### config.mk
export PLATFORM = sky130hd
export DESIGN_NAME = bpsk_integrate_dump_ber_checker_core
export DESIGN_NICKNAME = d
export VERILOG_FILES = /design/src/hdl/bidd_pkg.sv /design/src/hdl/bidd_detector.sv /design/src/hdl/bidd_out_queue.sv /design/src/hdl/bpsk_integrate_dump_ber_checker_core.sv
export SDC_FILE = /design/constraint.sdc
export NUM_CORES = 1
export LEC_CHECK = 0
export ABC_AREA = 1
export BUFFER_PORTS_ARGS = -buffer_cell sky130_fd_sc_hd__clkbuf_2
export CORE_AREA = 4 4 143 145
export CTS_BUF_LIST = sky130_fd_sc_hd__clkbuf_8
export DETAILED_ROUTE_END_ITERATION = 8
export DIE_AREA = 0 0 147 149
export HOLD_SLACK_MARGIN = 0.15
export PLACE_DENSITY = 0.79
export SETUP_SLACK_MARGIN = 0.1
export SLEW_MARGIN = 10
export SYNTH_ARGS = -nofsm -noshare
export SYNTH_HDL_FRONTEND = slang
export SYNTH_SLANG_ARGS = --single-unit
### constraint.sdc
create_clock -name clk_i -period 13 [get_ports clk_i]
set_input_delay 0 -clock clk_i [delete_from_list [all_inputs] [get_ports clk_i]]
set_output_delay 0 -clock clk_i [all_outputs]
set_load 0.05 [all_outputs]
### src/hdl/bidd_pkg.sv
`default_nettype none

package bidd_pkg;

  localparam int unsigned SampleBits = 16;
  localparam int unsigned TotalBits  = 17;

  typedef enum logic [0:0] {
    CFG_SPS   = 1'b0,
    CFG_BYTES = 1'b1
  } cfg_idx_e;

  typedef enum logic [0:0] {
    KIND_DECISION = 1'b0,
    KIND_SUMMARY  = 1'b1
  } result_kind_e;

  typedef struct packed {
    logic signed [SampleBits-1:0] sample_real;
    logic                         expected_bit;
    logic                         capture_end;
  } bidd_in_t;

  typedef struct packed {
    logic                 result_kind;
    logic                 decided_bit;
    logic                 bit_mismatch;
    logic [TotalBits-1:0] error_total;
    logic [TotalBits-1:0] bit_total;
    logic                 trial_decoded;
    logic                 run_last;
  } bidd_out_t;

  // everything one accepted sample produces
  typedef struct packed {
    logic                 has_dec;
    logic                 decided_bit;
    logic                 bit_mismatch;
    logic [TotalBits-1:0] dec_errors;
    logic                 has_sum;
    logic [TotalBits-1:0] sum_errors;
    logic [TotalBits-1:0] sum_bits;
    logic                 sum_decoded;
  } bidd_entry_t;

endpackage

`default_nettype wire

### src/hdl/bidd_detector.sv
`default_nettype none

module bidd_detector import bidd_pkg::*; #(
  parameter int unsigned MAX_SPS           = 64,
  parameter int unsigned MAX_PAYLOAD_BYTES = 8192
) (
  input  wire logic        clk_i,
  input  wire logic        rst_ni,
  input  wire logic        accept_i,
  input  wire bidd_in_t    item_i,
  input  wire logic [6:0]  sps_i,
  input  wire logic [13:0] bytes_i,
  output logic             push_o,
  output bidd_entry_t      entry_o
);

  localparam int unsigned CntW   = $clog2(MAX_SPS + 1);
  localparam int unsigned BitsW  = $clog2(MAX_PAYLOAD_BYTES * 8 + 1);
  localparam int unsigned IntegW = SampleBits + $clog2(MAX_SPS);

  logic signed [IntegW-1:0] integ_q, integ_d, integ_sum;
  logic [CntW-1:0]          cnt_q, cnt_d, cnt_inc;
  logic [BitsW-1:0]         sym_q, sym_d, sym_inc;
  logic [BitsW-1:0]         err_q, err_d, err_new;
  logic [CntW-1:0]          sps_eff;
  logic [31:0]              bytes_eff;
  logic [BitsW-1:0]         exp_bits;
  logic                     active, decide, decided, mis, complete;

  always_comb begin
    if (sps_i == 7'd0) begin
      sps_eff = CntW'(1);
    end else if (32'(sps_i) > MAX_SPS) begin
      sps_eff = CntW'(MAX_SPS);
    end else begin
      sps_eff = CntW'(sps_i);
    end
    if (32'(bytes_i) > MAX_PAYLOAD_BYTES) begin
      bytes_eff = 32'(MAX_PAYLOAD_BYTES);
    end else begin
      bytes_eff = 32'(bytes_i);
    end
    exp_bits = BitsW'(bytes_eff << 3);

    active    = sym_q < exp_bits;
    integ_sum = integ_q + IntegW'(item_i.sample_real);
    cnt_inc   = cnt_q + CntW'(1);
    decide    = active && (cnt_inc >= sps_eff);
    decided   = !integ_sum[IntegW-1];
    mis       = decided != item_i.expected_bit;
    err_new   = err_q + BitsW'(decide && mis);
    sym_inc   = sym_q + BitsW'(decide);
    complete  = sym_inc >= exp_bits;

    integ_d = integ_q;
    cnt_d   = cnt_q;
    sym_d   = sym_q;
    err_d   = err_q;
    if (accept_i) begin
      if (active) begin
        integ_d = decide ? '0 : integ_sum;
        cnt_d   = decide ? '0 : cnt_inc;
        sym_d   = sym_inc;
        err_d   = err_new;
      end
      if (item_i.capture_end) begin
        integ_d = '0;
        cnt_d   = '0;
        sym_d   = '0;
        err_d   = '0;
      end
    end

    push_o               = accept_i && (decide || item_i.capture_end);
    entry_o.has_dec      = decide;
    entry_o.decided_bit  = decided;
    entry_o.bit_mismatch = mis;
    entry_o.dec_errors   = TotalBits'(err_new);
    entry_o.has_sum      = item_i.capture_end;
    entry_o.sum_errors   = complete ? TotalBits'(err_new) : TotalBits'(exp_bits);
    entry_o.sum_bits     = TotalBits'(exp_bits);
    entry_o.sum_decoded  = complete && (err_new == '0);
  end

  always_ff @(posedge clk_i or negedge rst_ni) begin
    if (!rst_ni) begin
      integ_q <= '0;
      cnt_q   <= '0;
      sym_q   <= '0;
      err_q   <= '0;
    end else begin
      integ_q <= integ_d;
      cnt_q   <= cnt_d;
      sym_q   <= sym_d;
      err_q   <= err_d;
    end
  end

endmodule

`default_nettype wire

### src/hdl/bidd_out_queue.sv
`default_nettype none

module bidd_out_queue import bidd_pkg::*; (
  input  wire logic        clk_i,
  input  wire logic        rst_ni,
  input  wire logic        push_i,
  input  wire bidd_entry_t entry_i,
  output logic             full_o,
  output logic             out_valid_o,
  input  wire logic        out_stall_i,
  output bidd_out_t        out_data_o
);

  bidd_entry_t mem_q [2];
  bidd_entry_t head;
  logic        wr_ptr_q, rd_ptr_q, phase_q, phase_d;
  logic [1:0]  count_q, count_d;
  logic        show_dec, take, pop;

  always_comb begin
    head        = mem_q[rd_ptr_q];
    full_o      = count_q == 2'd2;
    out_valid_o = count_q != 2'd0;
    show_dec    = head.has_dec && !phase_q;
    take        = out_valid_o && !out_stall_i;
    pop         = take && !(show_dec && head.has_sum);

    if (show_dec) begin
      out_data_o.result_kind   = KIND_DECISION;
      out_data_o.decided_bit   = head.decided_bit;
      out_data_o.bit_mismatch  = head.bit_mismatch;
      out_data_o.error_total   = head.dec_errors;
      out_data_o.bit_total     = '0;
      out_data_o.trial_decoded = 1'b0;
      out_data_o.run_last      = !head.has_sum;
    end else begin
      out_data_o.result_kind   = KIND_SUMMARY;
      out_data_o.decided_bit   = 1'b0;
      out_data_o.bit_mismatch  = 1'b0;
      out_data_o.error_total   = head.sum_errors;
      out_data_o.bit_total     = head.sum_bits;
      out_data_o.trial_decoded = head.sum_decoded;
      out_data_o.run_last      = 1'b1;
    end

    phase_d = phase_q;
    if (pop) begin
      phase_d = 1'b0;
    end else if (take) begin
      phase_d = 1'b1;
    end
    count_d = count_q + 2'(push_i) - 2'(pop);
  end

  always_ff @(posedge clk_i) begin
    if (push_i) begin
      mem_q[wr_ptr_q] <= entry_i;
    end
  end

  always_ff @(posedge clk_i or negedge rst_ni) begin
    if (!rst_ni) begin
      wr_ptr_q <= 1'b0;
      rd_ptr_q <= 1'b0;
      phase_q  <= 1'b0;
      count_q  <= 2'd0;
    end else begin
      wr_ptr_q <= wr_ptr_q ^ push_i;
      rd_ptr_q <= rd_ptr_q ^ pop;
      phase_q  <= phase_d;
      count_q  <= count_d;
    end
  end

endmodule

`default_nettype wire

### src/hdl/bpsk_integrate_dump_ber_checker_core.sv
// Results are registered in a two-entry output queue and offered in order.
// Throughput: one sample per cycle while the queue is not full; a sample that
// yields a decision and a summary is offered as the decision, then the summary.
// Reset (rst_ni low, async): trial counters and integrator clear, queue
// empties, the oversampling and payload length registers return to 1.
`default_nettype none

module bpsk_integrate_dump_ber_checker_core import bidd_pkg::*; #(
  parameter int unsigned MAX_SPS           = 64,
  parameter int unsigned MAX_PAYLOAD_BYTES = 8192
) (
  input  wire logic      clk_i,
  input  wire logic      rst_ni,
  input  wire logic      in_valid_i,
  output logic           in_stall_o,
  input  wire bidd_in_t  in_data_i,
  output logic           out_valid_o,
  input  wire logic      out_stall_i,
  output bidd_out_t      out_data_o,
  input  wire logic      cfg_valid_i,
  output logic           cfg_ready_o,
  input  wire cfg_idx_e  cfg_index_i,
  input  wire logic [15:0] cfg_data_i
);

  logic [6:0]  sps_q;
  logic [13:0] bytes_q;
  logic        full, accept, push;
  bidd_entry_t entry;

  assign cfg_ready_o = 1'b1;
  assign in_stall_o  = full;
  assign accept      = in_valid_i && !full;

  always_ff @(posedge clk_i or negedge rst_ni) begin
    if (!rst_ni) begin
      sps_q   <= 7'd1;
      bytes_q <= 14'd1;
    end else if (cfg_valid_i) begin
      unique case (cfg_index_i)
        CFG_SPS:   sps_q   <= cfg_data_i[6:0];
        CFG_BYTES: bytes_q <= cfg_data_i[13:0];
        default:   ;
      endcase
    end
  end

  bidd_detector #(
    .MAX_SPS           (MAX_SPS),
    .MAX_PAYLOAD_BYTES (MAX_PAYLOAD_BYTES)
  ) u_detector (
    .clk_i    (clk_i),
    .rst_ni   (rst_ni),
    .accept_i (accept),
    .item_i   (in_data_i),
    .sps_i    (sps_q),
    .bytes_i  (bytes_q),
    .push_o   (push),
    .entry_o  (entry)
  );

  bidd_out_queue u_out_queue (
    .clk_i       (clk_i),
    .rst_ni      (rst_ni),
    .push_i      (push),
    .entry_i     (entry),
    .full_o      (full),
    .out_valid_o (out_valid_o),
    .out_stall_i (out_stall_i),
    .out_data_o  (out_data_o)
  );

endmodule

`default_nettype wire

==> results.py, run 1 <==
metrics = {
    "routing": {
        "drt_pass1_iterations": 6,
        "drc": 0,
        "wl_per_cell_um": 14.72,
        "drtIter0Drc": 737,
        "wl_um": 25740,
        "route.vias.total": 9332,
        "final_antenna_net_count": 0,
        "via_per_inst": 5.336,
    },
    "power_and_ir_drop": {
        "netSwitchingFraction_pct": 47.55,
        "p_switching_mw": 1.152,
        "clkPwrFrac_pct": 16.0,
        "combinationalPowerShare_pct": 49.6,
        "power_leakage_nw": 6.275,
        "powerDensity_nw_per_um2": 190.5,
        "pwr-share-seq_pct": 34.4,
        "p_int_mw": 1.271,
        "peakVddDrop_v": 0.0001076,
    },
    "yosys": {
        "ys_ff_latch": 195,
        "synth-edff-count": 106,
        "yosysSeqAreaShare_pct": 47.58,
        "syn_avg_cell_area_um2": 8.273,
        "synth_area_um2": 11380,
        "syn_inst": 1375,
        "yosysUniqueCellTypes": 41,
        "synthArstFlopShare_pct": 45.64,
        "yosysWarnings": 0,
        "yosys_most_used_dff": "edfxtp_1",
    },
    "floorplan": {
        "die_x_um": 147,
        "rows": 51,
        "io_pins": 82,
        "initial_core_util_pct": 59.23,
        "design.core.area_um2": 19210,
        "die_h_um": 149,
        "dieArea_um2": 21900,
    },
    "critical_path": {
        "worstPathRequired_ns": 13.22,
        "critical_path.slowest_cell": "nand2_1",
        "crit_top_cell": "nand2_1",
        "worstPathMaxFanout": 29,
        "worst-setup-path-type": "reg2reg",
        "critPathCaptureType": "flop",
        "slowest_delay_ns": 0.61,
        "start_kind": "flop",
        "arrival_ns": 6.39,
    },
    "timing": {
        "rsz0062_at_grt": "false",
        "skew_ns": 0.01519,
        "slew-limit-headroom_pct": 32.21,
        "tns_ns": 0,
        "period_share_pct": 47.44,
        "clock.fmax_mhz": 162.1,
        "finalHoldViolCount": 0,
        "worst_pin_slew_ns": 1.016,
        "drv_slew": 0,
        "period_needed_ns": 6.168,
        "setup_viol": 0,
    },
    "global_routing": {
        "grtUsageMet2_pct": 40.08,
        "overflow": 0,
        "grt_antenna_before_repair": 0,
        "grt_pass1_vias": 8876,
        "grt_usage_pct": 23.77,
        "grtUsageMet3_pct": 3.677,
        "grt_max_degree": 55,
        "top_usage_layer": "met2",
        "grt_util_met1_pct": 31.73,
        "grt_pass1_wl_um": 42330,
    },
    "finish": {
        "final_util_pct": 66.22,
        "stdcell_area_um2": 12720,
        "final_layout_size_suffix_gt1_share_pct": 10.04,
        "n_antenna_cell": 0,
        "syn_to_final_growth_pct": 11.80,
        "n_fill_cell": 1543,
        "final_cell_mix": "420 x nand2_1, 189 x inv_1, 106 x edfxtp_1",
        "finalNetCount": 1576,
        "final_common_cell": "nand2_1",
    },
    "place": {
        "hpwlAfterDp_um": 17690,
        "post_dp_cell_area_um2": 11930,
        "port_buffers": 75,
        "gp_congestion": 0.9850,
    },
    "cts": {
        "ctsRootBufferMaster": "clkbuf_8",
        "clk_pin_slew_ns": 0.11,
        "clockBufferDepth": 2,
        "post_cts_buffers": 0,
        "cts_sinks": 195,
        "htreeDepth": 4,
        "cts_tree": "yes",
        "cts_made_buffers": 17,
        "clk_latency_ns": 0.47,
    },
    "hold_path": {
        "hp-class": "in2reg",
    },
    "run_status": {
        "status": "complete, no violations",
    },
    "job": {
        "drv_cap": 0,
    },
}
[Yosys cell counts (4+ instances only)]
cell        n  area [um^2]
o211ai_1   18        135.1
nand2_1   420         1577
xor2_1     29        254.0
nor4_1      5        31.28
or2_2      18        112.6
edfxtp_1  106         3183
a21oi_1    33        165.2
a21boi_0    7        52.55
o21ai_0    92        460.4
mux2_2      5        56.30
nor2_1     86        322.8
buf_6       4        45.04
inv_1     187        701.9
o21ai_1     4        20.02
nand3_1    77        385.4
buf_2      14        70.07
nand3b_1    4        30.03
buf_4       4        30.03
nor3_1      6        30.03
nand4_1    40        250.2
clkbuf_1   19        71.32
dfrtp_1    87         2177
ha_1       64        800.8
mux2i_1    17        170.2
[critical path: cells and delay by family (launching register included)]
kind / cells / cell delay [ns]
AOI/OAI and AO/OA: 6 / 1.07
adders and majority gates: 4 / 1.08
buffers and inverters: 7 / 0.94
DFF: 1 / 0.41
and+or+nand+nor: 15 / 2.38
[cell families after synthesis]
logic type	after synthesis	synth area share, %
compound gates	160	7.809
xor+xnor	32	2.464
fa+ha+maj	65	7.215
buf+inv	235	8.326
flops	195	47.58
mux	22	1.991
other cells	2	0.06602
simple gates	664	24.55
[routing by layer]
| layer | routed length [um] | vias up |
|---|---|---|
| met5 | 0 | - |
| met4 | 579 | 0 |
| met3 | 1393 | 48 |
| met2 | 12570 | 288 |
| met1 | 11190 | 4333 |
| li1 | - | 4663 |
[registers in the layout (all words and copies together), names as in the netlist]
register,cells
u_out_queue.count_q,2
sps_q,7
u_out_queue.mem_q,106
u_out_queue.rd_ptr_q,1
u_out_queue.wr_ptr_q,1
u_detector.integ_q,22
u_detector.sym_q,17
u_detector.err_q,17
u_out_queue.phase_q,1
bytes_q,14
u_detector.cnt_q,7
[worst paths after layout]
check / startpoint / end / slack [ns] / cells past startpoint
max: bytes_q[8] / u_out_queue.mem_q[1][18] / 6.83 / 32
min: cfg_index_i / bytes_q[0] / 0.24 / 4
max reg2reg: bytes_q[8] / u_out_queue.mem_q[1][18] / 6.83 / 32
min reg2reg: u_detector.integ_q[16] / u_detector.integ_q[16] / 0.49 / 2
max in group asynchronous: rst_ni / u_detector.sym_q[16] / 11.84 / 4
min in group asynchronous: rst_ni / u_detector.integ_q[11] / 0.58 / 4
[final cells by class]
cell class | instances | area [um^2] | share of cell area, %
Sequential cell | 195 | 5414 | 42.57
Multi-Input combinational cell | 947 | 5036 | 39.60
Timing Repair Buffer | 121 | 835.8 | 6.572
Inverter | 189 | 709.4 | 5.578
Tap cell | 265 | 331.6 | 2.607
Clock buffer | 17 | 234.0 | 1.840
Clock inverter | 15 | 157.7 | 1.240
[power by group through the flow]
stage / Clock (mW) / Sequential, mW / Combinational [mW]
global placement: 0 / 0.841 / 1.16
detailed placement: 0 / 0.846 / 1.19
CTS: 0.393 / 0.834 / 1.20
global route: 0.421 / 0.845 / 1.32
floorplan: 0 / 0.835 / 0.930
finish: 0.387 / 0.834 / 1.20
[metrics by stage]
step / hold WS, ns / power (mW) / instances / worst slack (ns)
after floorplan: -0.2956 / 1.765 / 1377 / 8.461
after global placement: 0.04271 / 2.006 / 1679 / 7.119
after detailed placement: 0.04425 / 2.037 / 1679 / 7.045
after CTS: 0.2308 / 2.431 / 1749 / 6.978
after global routing: 0.2752 / 2.590 / 1749 / 6.119
final: 0.2385 / 2.423 / 1749 / 6.832
[what timing repair did]
action,CTS,global route
hold buffers,38,0
gates resized for setup,0,0
endpoints found under the hold margin,100,0
(Power assumes the default switching activity.)
==> inputs of run 2 (changes only) <==
==> constraint.sdc (replaced) <==
create_clock -name clk_i -period 5.7 [get_ports clk_i]
set_input_delay 0 -clock clk_i [delete_from_list [all_inputs] [get_ports clk_i]]
set_output_delay 0 -clock clk_i [all_outputs]
set_load 0.05 [all_outputs]
==> run 2 against run 1 <==
  * Design area increased by 0.75%
  * Count of clock-buffer cells in the layout unchanged
  * Sequential share of layout area decreased by 0.31 points
  * Utilization increased by 0.50 points
  * Die area unchanged
  * Non-clock buffer count increased by 4
==> results.py, run 2 (synthesis results as in run 1) <==
metrics = {
    "global_routing": {
        "grt_pass1_vias": 8942,
        "overflow": 0,
        "grt_usage_pct": 24.20,
        "grt_antenna_before_repair": 0,
        "grt_pass1_wl_um": 42800,
        "grt_max_degree": 54,
    },
    "finish": {
        "n_antenna_cell": 0,
        "final_common_cell": "nand2_1",
        "top_regs": "u_out_queue.mem_q: 106 flops, u_detector.integ_q: 22 flops",
        "final_util_pct": 66.71,
        "syn_to_final_growth_pct": 12.64,
        "final_layout_size_suffix_gt1_share_pct": 11.29,
        "largest_reg_flops": 106,
        "top_register": "u_out_queue.mem_q",
        "final_cell_mix": "419 x nand2_1, 185 x inv_1, 106 x edfxtp_1",
        "finalNetCount": 1580,
    },
    "timing": {
        "setup_viol": 0,
        "period_share_pct": 90.67,
        "skew_ns": 0.01141,
        "clock.fmax_mhz": 193.5,
        "period_needed_ns": 5.168,
        "rsz0062_at_grt": "false",
        "tns_ns": 0,
        "drv_slew": 0,
        "finalHoldViolCount": 0,
        "worst_pin_slew_ns": 1.015,
        "slew-limit-headroom_pct": 32.10,
    },
    "cts": {
        "cts_sinks": 195,
        "clockBufferDepth": 2,
        "ctsRootBufferMaster": "clkbuf_8",
        "clk_pin_slew_ns": 0.10,
        "cts_tree": "yes",
        "htreeDepth": 4,
        "cts_made_buffers": 17,
        "clk_latency_ns": 0.48,
    },
    "critical_path": {
        "arrival_ns": 5.46,
        "critical_path.slowest_cell": "dfrtp_1",
        "worstPathRequired_ns": 5.99,
        "r2r_end": "u_out_queue.mem_q[1][25]",
        "worst-setup-path-type": "reg2reg",
        "r2r_slack_ns": 0.53,
        "rr_startpoint": "bytes_q[8]",
        "crit_top_cell": "nand2_1",
        "critPathCaptureType": "flop",
        "slowest_delay_ns": 0.42,
        "start_kind": "flop",
        "worst-r2r-cell-count": 30,
        "worstPathMaxFanout": 19,
    },
    "routing": {
        "wl_um": 25670,
        "drtIter0Drc": 704,
        "final_antenna_net_count": 0,
        "drt_pass1_iterations": 7,
        "drc": 0,
        "wl_per_cell_um": 14.64,
        "via_per_inst": 5.334,
        "route.vias.total": 9351,
    },
    "place": {
        "port_buffers": 75,
        "hpwlAfterDp_um": 17790,
        "gp_congestion": 0.9482,
    },
    "hold_path": {
        "holdCritStartpoint": "cfg_index_i",
        "hold_end": "bytes_q[0]",
        "hp-class": "in2reg",
        "hold_depth": 4,
    },
    "floorplan": {
        "die_x_um": 147,
        "io_pins": 82,
        "rows": 51,
        "design.core.area_um2": 19210,
        "initial_core_util_pct": 59.23,
        "die_h_um": 149,
        "dieArea_um2": 21900,
    },
    "power_and_ir_drop": {
        "powerDensity_nw_per_um2": 430.6,
        "power_leakage_nw": 6.298,
        "total_power_mw": 5.518,
        "peakVddDrop_v": 0.0002129,
    },
    "run_status": {
        "status": "complete, no violations",
    },
    "job": {
        "drv_cap": 0,
    },
}
-- run 2: cell types whose count changed in the layout (fill, tap and decap cells not counted), moves of 2 or more --
cell      before  now
a21boi_4       0    3
inv_6          1    5
clkinv_2       0    3
a21oi_2        0    2
a21oi_1       33   31
inv_1        189  185
clkinv_4       3    1
inv_2          1    4
a21boi_2       0    3
buf_12         0    3
a21boi_0       7    0
-- run 2: timing repair --
item / CTS / global route
endpoints found under the hold margin: 102 / 0
hold buffers: 39 / 0
buffers inserted: 0 / 1
resized for setup: 0 / 30
endpoints found under the setup margin: 0 / 36
-- run 2: layout make-up --
class	count	area (um^2)
clock buffer	17	234.0
inverter	189	709.4
multi-input combinational	947	5105
clock inverter	15	121.4
sequential	195	5415
fill	1551	6394
tap	265	331.6
timing repair buffer	125	897.1
-- run 2: report_power, final --
part	leakage, nW	internal (mW)	switching [mW]	total [mW]
Sequential	2.16	1.79	0.116	1.91
Combinational	3.95	0.773	2.00	2.77
Clock	0.187	0.313	0.524	0.837
-- run 2: layer usage --
metal	up-vias	track usage (%)	routed length [um]
met2	283	40.65	12500
met3	41	4.497	1504
met4	0	7.875	529
li1	4685	-	-
met5	-	0	0
met1	4342	32.08	11140
-- run 2: metrics by stage --
stage	setup slack [ns]	hold slack [ns]	instance area, um^2	instances
final	0.5318	0.1981	12810	1753
after global routing	0.02934	0.2803	12810	1753
after CTS	0.1160	0.2036	12720	1752
after detailed placement	0.2049	0.01057	11970	1681
after global placement	0.3990	0.008071	11970	1681
after floorplan	1.161	-0.2956	11380	1377
-- run 2: worst max-delay path, delay by kind of cell (launching register included) --
family / cells / cell delay (ns)
DFF: 1 / 0.42
adders and majority gates: 4 / 1.04
and+or+nand+nor: 13 / 1.75
buffers and inverters: 8 / 0.91
AOI/OAI and AO/OA: 5 / 0.84
-- run 2: worst max path at each step --
stage,slack [ns],startpoint,end,cells after the start
floorplan,1.16,bytes_q[8],u_out_queue.mem_q[0][28],29
global placement,0.40,bytes_q[8],u_out_queue.mem_q[0][27],28
detailed placement,0.20,bytes_q[8],u_out_queue.mem_q[1][26],27
CTS,0.12,bytes_q[8],u_out_queue.mem_q[0][23],27
global route,0.03,bytes_q[8],u_out_queue.mem_q[0][23],30
finish,0.53,bytes_q[8],u_out_queue.mem_q[1][25],30
